[config.mk]
export PLATFORM = sky130hd
export DESIGN_NAME = forward_moving_average_unit
export DESIGN_NICKNAME = d
export VERILOG_FILES = /design/src/hw/rtl/fma_pkg.sv /design/src/hw/rtl/forward_moving_average_unit.sv /design/src/hw/rtl/fma_div.sv /design/src/hw/rtl/fma_ctrl.sv /design/src/hw/rtl/fma_dp.sv
export VERILOG_INCLUDE_DIRS = /design/src /design/src/hw/rtl
export SDC_FILE = /design/constraint.sdc
export NUM_CORES = 1
export LEC_CHECK = 0
export BUFFER_PORTS_ARGS = -buffer_cell sky130_fd_sc_hd__buf_2
export CORE_MARGIN = 2
export CORE_UTILIZATION = 61
export CTS_CLUSTER_DIAMETER = 50
export DETAILED_ROUTE_END_ITERATION = 16
export PLACE_DENSITY = 0.81
export SYNTH_ARGS = -nofsm -noshare
export SYNTH_HDL_FRONTEND = slang
export SYNTH_SLANG_ARGS = --single-unit
[constraint.sdc]
create_clock -name aclk -period 7.12 [get_ports aclk]
set_input_delay 0 -clock aclk [delete_from_list [all_inputs] [get_ports aclk]]
set_output_delay 0 -clock aclk [all_outputs]
set_load 0.02 [all_outputs]
[src/hw/rtl/forward_moving_average_unit_macros.svh]
// Assertion macros for the forward moving average unit.
// Uses aclk and aresetn of the module that includes this header.
`ifndef FORWARD_MOVING_AVERAGE_UNIT_MACROS_SVH
`define FORWARD_MOVING_AVERAGE_UNIT_MACROS_SVH

// Check a property on every clock edge outside reset.
`define FMA_ASSERT(label, prop, msg) \
    label: assert property (@(posedge aclk) disable iff (!aresetn) (prop)) else $error(msg);

// Check that a condition is followed by another one on the next edge.
`define FMA_ASSERT_NEXT(label, cond, nxt, msg) \
    label: assert property (@(posedge aclk) disable iff (!aresetn) (cond) |=> (nxt)) \
        else $error(msg);

`endif

[src/hw/rtl/fma_pkg.sv]
// Shared constants and controller/datapath interface types of the
// forward moving average unit. No dependencies.
package fma_pkg;

    localparam int MAX_WINDOW  = 32;
    localparam int SAMPLE_BITS = 16;
    localparam int WIN_BITS    = 6;
    localparam int PTR_BITS    = $clog2(MAX_WINDOW);
    localparam int SUM_BITS    = SAMPLE_BITS + $clog2(MAX_WINDOW) + 1;
    localparam int MAG_BITS    = SUM_BITS - 1;
    localparam int DIV_CNT_BITS = $clog2(MAG_BITS + 1);
    localparam logic [WIN_BITS-1:0] WINDOW_RESET = WIN_BITS'(4);

    // Commands from the controller to the datapath
    typedef struct packed {
        logic accept;       // latch sample, read old ring slot, write new one
        logic update;       // update running sum, pointer, count and tail count
        logic div_start;    // start division of the running sum
        logic load_avg;     // load the quotient into the output register
        logic load_zero;    // load one tail zero into the output register
        logic clear_array;  // clear array state after the final result
    } fma_cmd_t;

    // Status from the datapath to the controller
    typedef struct packed {
        logic full;         // seen count equals the window
        logic last;         // latched sample closes the array
        logic has_zeros;    // tail zeros remain
        logic zero_final;   // exactly one tail zero remains
        logic div_done;     // quotient is ready
        logic out_free;     // output register can take a transfer
    } fma_status_t;

endpackage

[src/hw/rtl/forward_moving_average_unit.sv]
// Forward moving average over a stream of Q1.15 samples framed by a last flag.
// Channels: s_ (sample, last_sample) in, m_ (average, last_result) out,
// both valid/ready; a transfer happens when valid and ready are high.
// Configuration: cfg_wr_en/cfg_wr_data set the window (0 acts as 1, values
// above 32 act as 32) and start a new array; write only while idle.
// Each array gives one result per sample: result i is the mean of samples
// i..i+W-1, truncated toward zero; the last sample adds W-1 zero results
// (or one per sample for arrays shorter than W), the final one flagged.
// Sequence, with m_ready high: a sample that completes a window raises m_valid
// and s_ready after the sum update, the check, 21 divider steps, the divider's
// done flag and the output load; s_ready stays low until then. Other samples
// pass the sum update and the check; a last one goes on to the tail zeros.
// Tail zeros go out one per cycle while m_ready stays high.
// The output register lets a new sample be taken while a result waits;
// a stalled receiver holds m_ valid and data and stops further results.
// Reset (aresetn low, synchronous) sets the window to 4, clears the running
// sum, count and pointer, and empties the output register.
// Depends on fma_pkg, fma_ctrl, fma_dp and fma_div.
module forward_moving_average_unit (
    input  logic                                   aclk,
    input  logic                                   aresetn,
    input  logic                                   cfg_wr_en,
    input  logic [fma_pkg::WIN_BITS-1:0]           cfg_wr_data,
    input  logic                                   s_valid,
    output logic                                   s_ready,
    input  logic signed [fma_pkg::SAMPLE_BITS-1:0] s_sample,
    input  logic                                   s_last_sample,
    output logic                                   m_valid,
    input  logic                                   m_ready,
    output logic signed [fma_pkg::SAMPLE_BITS-1:0] m_average,
    output logic                                   m_last_result
);
    import fma_pkg::*;

    fma_cmd_t    cmd;
    fma_status_t status;

    fma_ctrl u_ctrl (
        .aclk    (aclk),
        .aresetn (aresetn),
        .s_valid (s_valid),
        .s_ready (s_ready),
        .status  (status),
        .cmd     (cmd)
    );

    fma_dp u_dp (
        .aclk          (aclk),
        .aresetn       (aresetn),
        .cfg_wr_en     (cfg_wr_en),
        .cfg_wr_data   (cfg_wr_data),
        .s_sample      (s_sample),
        .s_last_sample (s_last_sample),
        .m_valid       (m_valid),
        .m_ready       (m_ready),
        .m_average     (m_average),
        .m_last_result (m_last_result),
        .cmd           (cmd),
        .status        (status)
    );

endmodule

[src/hw/rtl/fma_div.sv]
// Restoring divider, one quotient bit per cycle: magnitude over window.
// Depends on fma_pkg.
module fma_div (
    input  logic                          aclk,
    input  logic                          aresetn,
    input  logic                          start,
    input  logic [fma_pkg::MAG_BITS-1:0]  dividend,
    input  logic [fma_pkg::WIN_BITS-1:0]  divisor,
    output logic                          done,
    output logic [fma_pkg::MAG_BITS-1:0]  quotient
);
    import fma_pkg::*;

    logic                    busy_reg, busy_next;
    logic                    done_reg, done_next;
    logic [DIV_CNT_BITS-1:0] cnt_reg, cnt_next;
    logic [WIN_BITS-1:0]     rem_reg, rem_next;
    logic [MAG_BITS-1:0]     quo_reg, quo_next;
    logic [WIN_BITS:0]       trial;

    // Shift in one dividend bit and try a subtract
    always_comb begin
        busy_next = busy_reg;
        done_next = 1'b0;
        cnt_next  = cnt_reg;
        rem_next  = rem_reg;
        quo_next  = quo_reg;
        trial     = {rem_reg, quo_reg[MAG_BITS-1]};
        if (start) begin
            busy_next = 1'b1;
            cnt_next  = DIV_CNT_BITS'(MAG_BITS);
            rem_next  = '0;
            quo_next  = dividend;
        end else if (busy_reg) begin
            if (trial >= {1'b0, divisor}) begin
                rem_next = WIN_BITS'(trial - {1'b0, divisor});
                quo_next = {quo_reg[MAG_BITS-2:0], 1'b1};
            end else begin
                rem_next = trial[WIN_BITS-1:0];
                quo_next = {quo_reg[MAG_BITS-2:0], 1'b0};
            end
            cnt_next = cnt_reg - 1'b1;
            if (cnt_reg == DIV_CNT_BITS'(1)) begin
                busy_next = 1'b0;
                done_next = 1'b1;
            end
        end
    end

    always_ff @(posedge aclk) begin
        if (!aresetn) begin
            busy_reg <= 1'b0;
            done_reg <= 1'b0;
            cnt_reg  <= '0;
        end else begin
            busy_reg <= busy_next;
            done_reg <= done_next;
            cnt_reg  <= cnt_next;
        end
        rem_reg <= rem_next;
        quo_reg <= quo_next;
    end

    assign done     = done_reg;
    assign quotient = quo_reg;

endmodule

[src/hw/rtl/fma_ctrl.sv]
// Controller state machine: sequences accept, sum update, division and
// result transfers. Depends on fma_pkg and the assertion macro header.
`include "forward_moving_average_unit_macros.svh"

module fma_ctrl (
    input  logic                 aclk,
    input  logic                 aresetn,
    input  logic                 s_valid,
    output logic                 s_ready,
    input  fma_pkg::fma_status_t status,
    output fma_pkg::fma_cmd_t    cmd
);
    import fma_pkg::*;

    typedef enum logic [2:0] {
        ST_IDLE,
        ST_SUM,
        ST_CHECK,
        ST_DIV,
        ST_AVG,
        ST_TAIL
    } state_t;

    state_t state_reg, state_next;
    logic   ready_reg;

    // Next state and commands
    always_comb begin
        state_next = state_reg;
        cmd        = '0;
        case (state_reg)
            ST_IDLE: begin
                if (s_valid && ready_reg) begin
                    cmd.accept = 1'b1;
                    state_next = ST_SUM;
                end
            end
            ST_SUM: begin
                cmd.update = 1'b1;
                state_next = ST_CHECK;
            end
            ST_CHECK: begin
                if (status.full) begin
                    cmd.div_start = 1'b1;
                    state_next    = ST_DIV;
                end else if (status.last) begin
                    state_next = ST_TAIL;
                end else begin
                    state_next = ST_IDLE;
                end
            end
            ST_DIV: begin
                if (status.div_done) begin
                    state_next = ST_AVG;
                end
            end
            ST_AVG: begin
                if (status.out_free) begin
                    cmd.load_avg = 1'b1;
                    if (status.last && status.has_zeros) begin
                        state_next = ST_TAIL;
                    end else begin
                        cmd.clear_array = status.last;
                        state_next      = ST_IDLE;
                    end
                end
            end
            ST_TAIL: begin
                if (status.out_free) begin
                    cmd.load_zero = 1'b1;
                    if (status.zero_final) begin
                        cmd.clear_array = 1'b1;
                        state_next      = ST_IDLE;
                    end
                end
            end
            default: begin
                state_next = ST_IDLE;
            end
        endcase
    end

    // Hold state and the registered ready
    always_ff @(posedge aclk) begin
        if (!aresetn) begin
            state_reg <= ST_IDLE;
            ready_reg <= 1'b1;
        end else begin
            state_reg <= state_next;
            ready_reg <= (state_next == ST_IDLE);
        end
    end

    assign s_ready = ready_reg;

    `FMA_ASSERT(a_ready_idle, !ready_reg || state_reg == ST_IDLE, "ready outside idle")
    `FMA_ASSERT_NEXT(a_accept_sum, s_valid && ready_reg, state_reg == ST_SUM,
        "transfer did not start a sum update")
    `FMA_ASSERT(a_done_in_div, !status.div_done || state_reg == ST_DIV,
        "quotient ready outside division")

endmodule

[src/hw/rtl/fma_dp.sv]
// Datapath: sample ring, running sum, counters, divider and output register.
// Depends on fma_pkg and fma_div.
module fma_dp (
    input  logic                                 aclk,
    input  logic                                 aresetn,
    input  logic                                 cfg_wr_en,
    input  logic [fma_pkg::WIN_BITS-1:0]         cfg_wr_data,
    input  logic signed [fma_pkg::SAMPLE_BITS-1:0] s_sample,
    input  logic                                 s_last_sample,
    output logic                                 m_valid,
    input  logic                                 m_ready,
    output logic signed [fma_pkg::SAMPLE_BITS-1:0] m_average,
    output logic                                 m_last_result,
    input  fma_pkg::fma_cmd_t                    cmd,
    output fma_pkg::fma_status_t                 status
);
    import fma_pkg::*;

    logic signed [SAMPLE_BITS-1:0] ring [MAX_WINDOW];
    logic signed [SAMPLE_BITS-1:0] old_reg;
    logic signed [SAMPLE_BITS-1:0] sample_reg;
    logic                          last_reg;

    logic [WIN_BITS-1:0]        win_reg, win_next;
    logic signed [SUM_BITS-1:0] sum_reg, sum_next;
    logic [WIN_BITS-1:0]        seen_reg, seen_next;
    logic [PTR_BITS-1:0]        ptr_reg, ptr_next;
    logic [WIN_BITS-1:0]        zeros_reg, zeros_next;
    logic                       neg_reg;

    logic                          m_valid_reg, m_valid_next;
    logic signed [SAMPLE_BITS-1:0] avg_reg;
    logic                          last_out_reg;

    logic [WIN_BITS:0]          ptr_ext;
    logic [WIN_BITS:0]          old_ext;
    logic [PTR_BITS-1:0]        old_addr;
    logic [WIN_BITS-1:0]        win_eff;
    logic [WIN_BITS-1:0]        seen_inc;
    logic signed [SUM_BITS-1:0] sum_abs;
    logic [MAG_BITS-1:0]        quotient;
    logic [MAG_BITS-1:0]        quo_signed;
    logic                       div_done;
    logic                       out_free;

    // Slot of the sample that leaves the window
    assign ptr_ext  = (WIN_BITS + 1)'(ptr_reg);
    assign old_ext  = (ptr_ext >= {1'b0, win_reg})
                    ? ptr_ext - {1'b0, win_reg}
                    : ptr_ext + (WIN_BITS + 1)'(MAX_WINDOW) - {1'b0, win_reg};
    assign old_addr = old_ext[PTR_BITS-1:0];

    // Clamp the written window to one through the ring depth
    always_comb begin
        if (cfg_wr_data == '0) begin
            win_eff = WIN_BITS'(1);
        end else if (cfg_wr_data > WIN_BITS'(MAX_WINDOW)) begin
            win_eff = WIN_BITS'(MAX_WINDOW);
        end else begin
            win_eff = cfg_wr_data;
        end
    end

    // Ring write and registered read of the leaving sample
    always_ff @(posedge aclk) begin
        if (cmd.accept) begin
            ring[ptr_reg] <= s_sample;
            old_reg       <= ring[old_addr];
            sample_reg    <= s_sample;
            last_reg      <= s_last_sample;
        end
    end

    // Update sum, pointer, count and tail count
    always_comb begin
        win_next   = win_reg;
        sum_next   = sum_reg;
        seen_next  = seen_reg;
        ptr_next   = ptr_reg;
        zeros_next = zeros_reg;
        seen_inc   = (seen_reg < win_reg) ? seen_reg + 1'b1 : seen_reg;
        if (cmd.update) begin
            if (seen_reg >= win_reg) begin
                sum_next = sum_reg - SUM_BITS'(old_reg) + SUM_BITS'(sample_reg);
            end else begin
                sum_next = sum_reg + SUM_BITS'(sample_reg);
            end
            seen_next = seen_inc;
            ptr_next  = (ptr_reg == PTR_BITS'(MAX_WINDOW - 1)) ? '0 : ptr_reg + 1'b1;
            if (!last_reg) begin
                zeros_next = '0;
            end else if (seen_inc == win_reg) begin
                zeros_next = win_reg - 1'b1;
            end else begin
                zeros_next = seen_inc;
            end
        end
        if (cmd.load_zero) begin
            zeros_next = zeros_reg - 1'b1;
        end
        if (cmd.clear_array) begin
            sum_next  = '0;
            seen_next = '0;
            ptr_next  = '0;
        end
        if (cfg_wr_en) begin
            win_next  = win_eff;
            sum_next  = '0;
            seen_next = '0;
            ptr_next  = '0;
        end
    end

    always_ff @(posedge aclk) begin
        if (!aresetn) begin
            win_reg   <= WINDOW_RESET;
            sum_reg   <= '0;
            seen_reg  <= '0;
            ptr_reg   <= '0;
            zeros_reg <= '0;
        end else begin
            win_reg   <= win_next;
            sum_reg   <= sum_next;
            seen_reg  <= seen_next;
            ptr_reg   <= ptr_next;
            zeros_reg <= zeros_next;
        end
    end

    // Divide the magnitude, restore the sign afterwards
    assign sum_abs = sum_reg[SUM_BITS-1] ? -sum_reg : sum_reg;

    always_ff @(posedge aclk) begin
        if (cmd.div_start) begin
            neg_reg <= sum_reg[SUM_BITS-1];
        end
    end

    fma_div u_div (
        .aclk     (aclk),
        .aresetn  (aresetn),
        .start    (cmd.div_start),
        .dividend (sum_abs[MAG_BITS-1:0]),
        .divisor  (win_reg),
        .done     (div_done),
        .quotient (quotient)
    );

    assign quo_signed = neg_reg ? -quotient : quotient;

    // Output register: load a result, drop it after the transfer
    assign out_free = !m_valid_reg || m_ready;

    always_comb begin
        m_valid_next = m_valid_reg;
        if (cmd.load_avg || cmd.load_zero) begin
            m_valid_next = 1'b1;
        end else if (m_ready) begin
            m_valid_next = 1'b0;
        end
    end

    always_ff @(posedge aclk) begin
        if (!aresetn) begin
            m_valid_reg <= 1'b0;
        end else begin
            m_valid_reg <= m_valid_next;
        end
        if (cmd.load_avg) begin
            avg_reg      <= quo_signed[SAMPLE_BITS-1:0];
            last_out_reg <= last_reg && (zeros_reg == '0);
        end else if (cmd.load_zero) begin
            avg_reg      <= '0;
            last_out_reg <= (zeros_reg == WIN_BITS'(1));
        end
    end

    assign m_valid       = m_valid_reg;
    assign m_average     = avg_reg;
    assign m_last_result = last_out_reg;

    // Status for the controller
    always_comb begin
        status            = '0;
        status.full       = (seen_reg == win_reg);
        status.last       = last_reg;
        status.has_zeros  = (zeros_reg != '0);
        status.zero_final = (zeros_reg == WIN_BITS'(1));
        status.div_done   = div_done;
        status.out_free   = out_free;
    end

endmodule
# ---- Word level (Yosys, flattened, before mapping)
# Memories as Yosys holds them, arrays and structs flattened. A register that Yosys moved wholly into a read port is not among the register bits.
# Index checks and enable logic that the tools add are counted.
dict set report word_totals {
  register_bits 119
  latch_bits 0
  ram_bits 512
  rom_bits 0
  input_bits 28
  out_inout_bits 19
  elab_cells 121
  mem_count 1
}
dict set report classes {
  add_sub_neg 14
  mul 0
  div 0
  order_cmp 5
  eq_ne 10
  n_shift 0
  muxes 52
  n_bitwise 2
  reduce_logical 18
}
# name depth word_bits read_ports rd_clocked_by_memory_dff write_ports line
set mem_list {}
lappend mem_list {u_dp.ring 32 16 1 1 1 fma_dp.sv:19} ;# logic signed [SAMPLE_BITS-1:0] ring [MAX_WINDOW];
# op n
set op_table {}
lappend op_table {{$mux W21} 3}
lappend op_table {{$mux W16} 3}
lappend op_table {{$mux W6} 8}
lappend op_table {{$add A22 B16 Y22} 2}
lappend op_table {{$mux W3} 8}
lappend op_table {{$mux W1} 22}
lappend op_table {{$mux W22} 1}
lappend op_table {{$sub A22 B16 Y22} 1}
lappend op_table {{$neg A21 Y21} 1}
lappend op_table {{$mux W5} 4}
lappend op_table {{$pmux W3 S6} 1}
lappend op_table {{$neg A16 Y16} 1}
lappend op_table {{$eq A6 B6 Y1} 2}
lappend op_table {{$logic_not A6 Y1} 2}
lappend op_table {{$sub A6 B1 Y6 const B} 2}
lappend op_table {{$add A5 B1 Y5 const B} 2}
lappend op_table {{$sub A5 B5 Y5} 2}
lappend op_table {{$reduce_bool A2 Y1} 4}
lappend op_table {{$ge A7 B6 Y1} 1}
lappend op_table {{$add A6 B1 Y6 const B} 1}
lappend op_table {{$eq A3 B2 Y1 const B} 2}
lappend op_table {{$eq A3 B3 Y1 const B} 2}
lappend op_table {{$eq A6 B1 Y1 const B} 1}
lappend op_table {{$ge A5 B6 Y1} 1}
lappend op_table {{other kinds (18)} 24}

# ---- Longest topological paths before layout
dict set report logic_depth {
  ltp_word 7
  ltp_mapped 14
  ltp_nobuf 14
}

# ---- Cells and area by module
# A second synthesis with hierarchy kept.
dict set report unflattened {
  hier_cells 1852
  area_unflattened_um2 29523.3
}
# mod n_inst cells_per_inst area_each_um2 seq_area_each_um2
set modules_own_cells {}
lappend modules_own_cells {fma_dp 1 1663 27406.3 17827.1}
lappend modules_own_cells {fma_div 1 148 1760.4 890.9}
lappend modules_own_cells {fma_ctrl 1 41 356.6 80.1}

# ---- Worst setup path after synthesis
# Ideal clock, no wire load.
dict set report synth_path {
  path_kind {register to register}
  from {register u_ctrl.state_reg[0]}
  to {memory u_dp.ring[13][0], enable pin}
  setup_time_ns 0.388
  t_arrival_ns 3.505
  required_time_ns 6.732
  setup_slack_ns 3.226
  path_stages_with_launch 6
  path_buffers 2
  period_less_slack_ns 3.894
  cell_sequence {dfxtp_1 > clkbuf_1 > clkbuf_1 > nor2_1 > nand2_1 > nor2_1}
}
# item line
set synth_lines {}
lappend synth_lines {{start: declaration} fma_ctrl.sv:24} ;# state_t state_reg, state_next;
lappend synth_lines {{start signal: assignment} fma_ctrl.sv:89} ;# state_reg <= state_next;
lappend synth_lines {{end: declaration} fma_dp.sv:19}

# ---- Worst setup path in the final report
dict set report layout_path {
  from {register u_dp.win_reg[1]}
  to {register u_dp.old_reg[1], read port of u_dp.ring (data pin)}
}
dict set report layout_between {
  elab_chain_cells 2
  elab_cells_between_ends 4
  classes_between {add/sub: 2; order compare: 1; mux: 1}
}
# item line
set layout_lines {}
lappend layout_lines {{start: declaration} fma_dp.sv:24} ;# logic [WIN_BITS-1:0] win_reg, win_next;
lappend layout_lines {{start signal: assignment} fma_dp.sv:122} ;# win_reg <= win_next;
lappend layout_lines {{$sub A5 B5 Y5, or another cell as far along} fma_dp.sv:50} ;# : ptr_ext + (WIN_BITS + 1)'(MAX_WINDOW) - {1'b0, win_reg};
lappend layout_lines {{$mux W5 (*)} fma_dp.sv:49} ;# ? ptr_ext - {1'b0, win_reg}
lappend layout_lines {{end: declaration} fma_dp.sv:20} ;# logic signed [SAMPLE_BITS-1:0] old_reg;
# Mark *: on every way between the ends. The rest lies on a longest branch, timed or not.
# A chain may end at the register's enable or synchronous reset.

==> summary.txt <==
Outcome - finished, final reports clean
Seq/Total Area, Yosys - 0.643
Rows - 80
Max reg flops - 512
Setup repair bufs after CTS - 0
Syn Inst Count - 1847
R2r endpoint - u_dp.old_reg[1]$_DFFE_PP_
Number of flops mapped to enable cells by yosys - 584
Worst hold path startpoint - s_last_sample
Top-area cell type share of the netlist area - 0.600
Final TNS setup - 0 ps
CTS tree - built
Worst Setup Slack, final - 2930 ps
WP data required - 7480 ps
Clock sinks - 647
DR vias - 17.3k
DR vias/cell - 6.57
Synthesized Nets - 1972
Initial core utilization - 0.614
Die width - 223 um
Worst r2r path cells - 6
R2r setup slk - 2930 ps
Synth warn - 0
Largest cells by area after synthesis - edfxtp_1, mux4_2, dfxtp_1, ha_1, xnor2_1
Worst rel slew slack - 0.186
Routed wire length on met3 - 7650 um
CTS root buf - clkbuf_16
Synth area leader - edfxtp_1
Final Skew - 20.8 ps
Port bufs - 46
Worst slack, placed - 2970 ps
Clock slew at reported path FFs - 60 ps
Pre-antenna DRT Iters - 5
Setup crit start kind - flip-flop
Worst hold-check path type - in -> reg
Final nets - 2099
Post-Place Cells - 2480
Crit path arrival time - 4550 ps
Ys flop type - edfxtp_1
Pwr dens - 280 nW/um^2
Fmax - 0.239 GHz
Met1 WL - 25700 um
Most common cell after layout, fill and taps aside - edfxtp_1
Peak VDD IR - 0.237 mV
Clock Path Buffers - 3
Syn Area/Cell - 15.8 um^2
Largest net degree at the start of global routing - 96
Async SR Flop Fraction - 0
H-tree depth - 3
Tcrit/Tclk final - 0.588
Worst R2R Start - u_dp.win_reg[1]$_SDFFE_PN0P_
Max Used Layer - met5
Yosys reg bits - 647
Commonest non-fill, non-tap cells in the layout - edfxtp_1, mux4_2, inv_1, nand2_1, nor2_1
Synth-to-layout area growth - 12.6%
Hold Path Cell Cnt - 2
Iter 0 DRT Violations - 1801
Cts hold-fix bufs - 41
Routed Antenna Nets - 0
Crit Path Category - reg -> reg
Power Total - 9.20 mW
Post-DP HPWL - 41400 um
CP Capture Type - flip-flop
Leakage - 11.4 nW
Cell area after synthesis - 29200 um^2
Critical Path Fanout Max - 53
Per-cell routed wire length - 27.6 um
Worst Hold End - u_dp.last_reg$_DFFE_PP_
Tot GR Track Use - 0.302
Worst-skew pair later-pin latency - 620 ps
Layout cells sized above 1 - 0.193
Final hold slack - 143 ps
Setup violators final - 0
Post-DP Area - 30400 um^2
Die Ht - 223 um
Num CTS Buffers - 66
Final WL - 72900 um
Final Wtd Congestion - 0.882
Util after Layout - 0.692
Final hold viol count - 0
Maxcap violations - 0
Initial antenna violation count - 6
Post-layout min period - 4190 ps
Synth cell types - 77
Max-slew violations - 0
Core area - 47500 um^2
Worst Max-Slew Pin Slew - 1220 ps
DRC viols - 0
Top Ports - 47
Met2 WL - 35900 um
Non-Filler Instances - 2640
Post-CTS sizing - 0
First-pass GRT wire length - 108000 um
Die area - 49700 um^2
RSZ-0062 raised after global routing - no
Vias in the first global route - 17.4k
Grt ovf - 0
Design area - 32900 um^2
[worst max-delay path by stage]
stage / from / slack [ps] / depth (start not counted) / endpoint
after floorplan: u_ctrl.state_reg[0]$_SDFF_PN0_ / 3230 / 5 / u_dp.ring[13][0]$_DFFE_PP_
after global placement: u_dp.win_reg[0]$_SDFFE_PN0P_ / 3080 / 7 / u_dp.old_reg[2]$_DFFE_PP_
after detailed placement: u_dp.win_reg[1]$_SDFFE_PN0P_ / 2970 / 6 / u_dp.old_reg[1]$_DFFE_PP_
after CTS: u_dp.win_reg[1]$_SDFFE_PN0P_ / 2920 / 6 / u_dp.old_reg[14]$_DFFE_PP_
after global routing: u_dp.win_reg[1]$_SDFFE_PN0P_ / 2860 / 6 / u_dp.old_reg[14]$_DFFE_PP_
final: u_dp.win_reg[1]$_SDFFE_PN0P_ / 2930 / 6 / u_dp.old_reg[1]$_DFFE_PP_
[critical path: stages, from the launching register on]
cell and delay, ps:
dfxtp_1 440, inv_1 210, fa_4 1260, buf_4 720, mux4_2 440, mux4_2 530, mux2_2 280
[power by group]
group          total, mW  switching (mW)  internal [mW]
clock               3.42            1.48           1.94
combinational       1.45           0.823          0.629
sequential          4.33          0.0892           4.24
[kinds of logic after synthesis]
group / count (synthesis) / share of synthesized area
mux: 190 / 0.134
compound gates: 282 / 0.0636
xor+xnor: 88 / 0.0269
buf+inv: 186 / 0.0242
flops: 647 / 0.643
simple gates: 357 / 0.0598
fa+ha+maj: 97 / 0.0477
[synth_stat cells (5+ instances only)]
| cell | number |
|---|---|
| mux2i_1 | 13 |
| nand4_1 | 6 |
| a21oi_1 | 55 |
| edfxtp_1 | 584 |
| ha_1 | 73 |
| inv_1 | 108 |
| o31ai_1 | 8 |
| a221oi_1 | 5 |
| dfxtp_1 | 63 |
| a31oi_1 | 8 |
| or4_1 | 5 |
| a22o_1 | 6 |
| mux4_2 | 160 |
| or3_1 | 10 |
| and3_1 | 9 |
| buf_1 | 14 |
| nor3_1 | 17 |
| nand3_1 | 35 |
| o21ai_1 | 10 |
| nor2_1 | 104 |
| o21bai_1 | 6 |
| nand2_1 | 106 |
| a21o_1 | 16 |
| clkbuf_1 | 55 |
| a21boi_0 | 6 |
| a211oi_1 | 32 |
| xor2_1 | 21 |
| mux2_2 | 17 |
| fa_1 | 24 |
| xnor2_1 | 66 |
| o211ai_1 | 6 |
| buf_2 | 7 |
| nor2b_1 | 15 |
| nand2b_1 | 7 |
| o21ai_0 | 71 |
| o21a_1 | 11 |
| and2_1 | 11 |
[layer usage]
metal / vias to the layer above / GRT usage
li1: 7447 / -
met1: 8654 / 0.376
met2: 1017 / 0.495
met3: 219 / 0.0841
met4: 8 / 0.141
met5: - / 0
[layout make-up]
| class | instances | area [um^2] |
|---|---|---|
| Inverter | 110 | 413 |
| Antenna cell | 2 | 5.00 |
| Multi-Input combinational cell | 1014 | 9770 |
| Fill cell | 2919 | 14700 |
| Tap cell | 615 | 769 |
| Sequential cell | 647 | 18800 |
| Timing Repair Buffer | 135 | 1010 |
| Clock buffer | 79 | 1730 |
| Clock inverter | 38 | 382 |
Power figures use the tool's default switching activity.
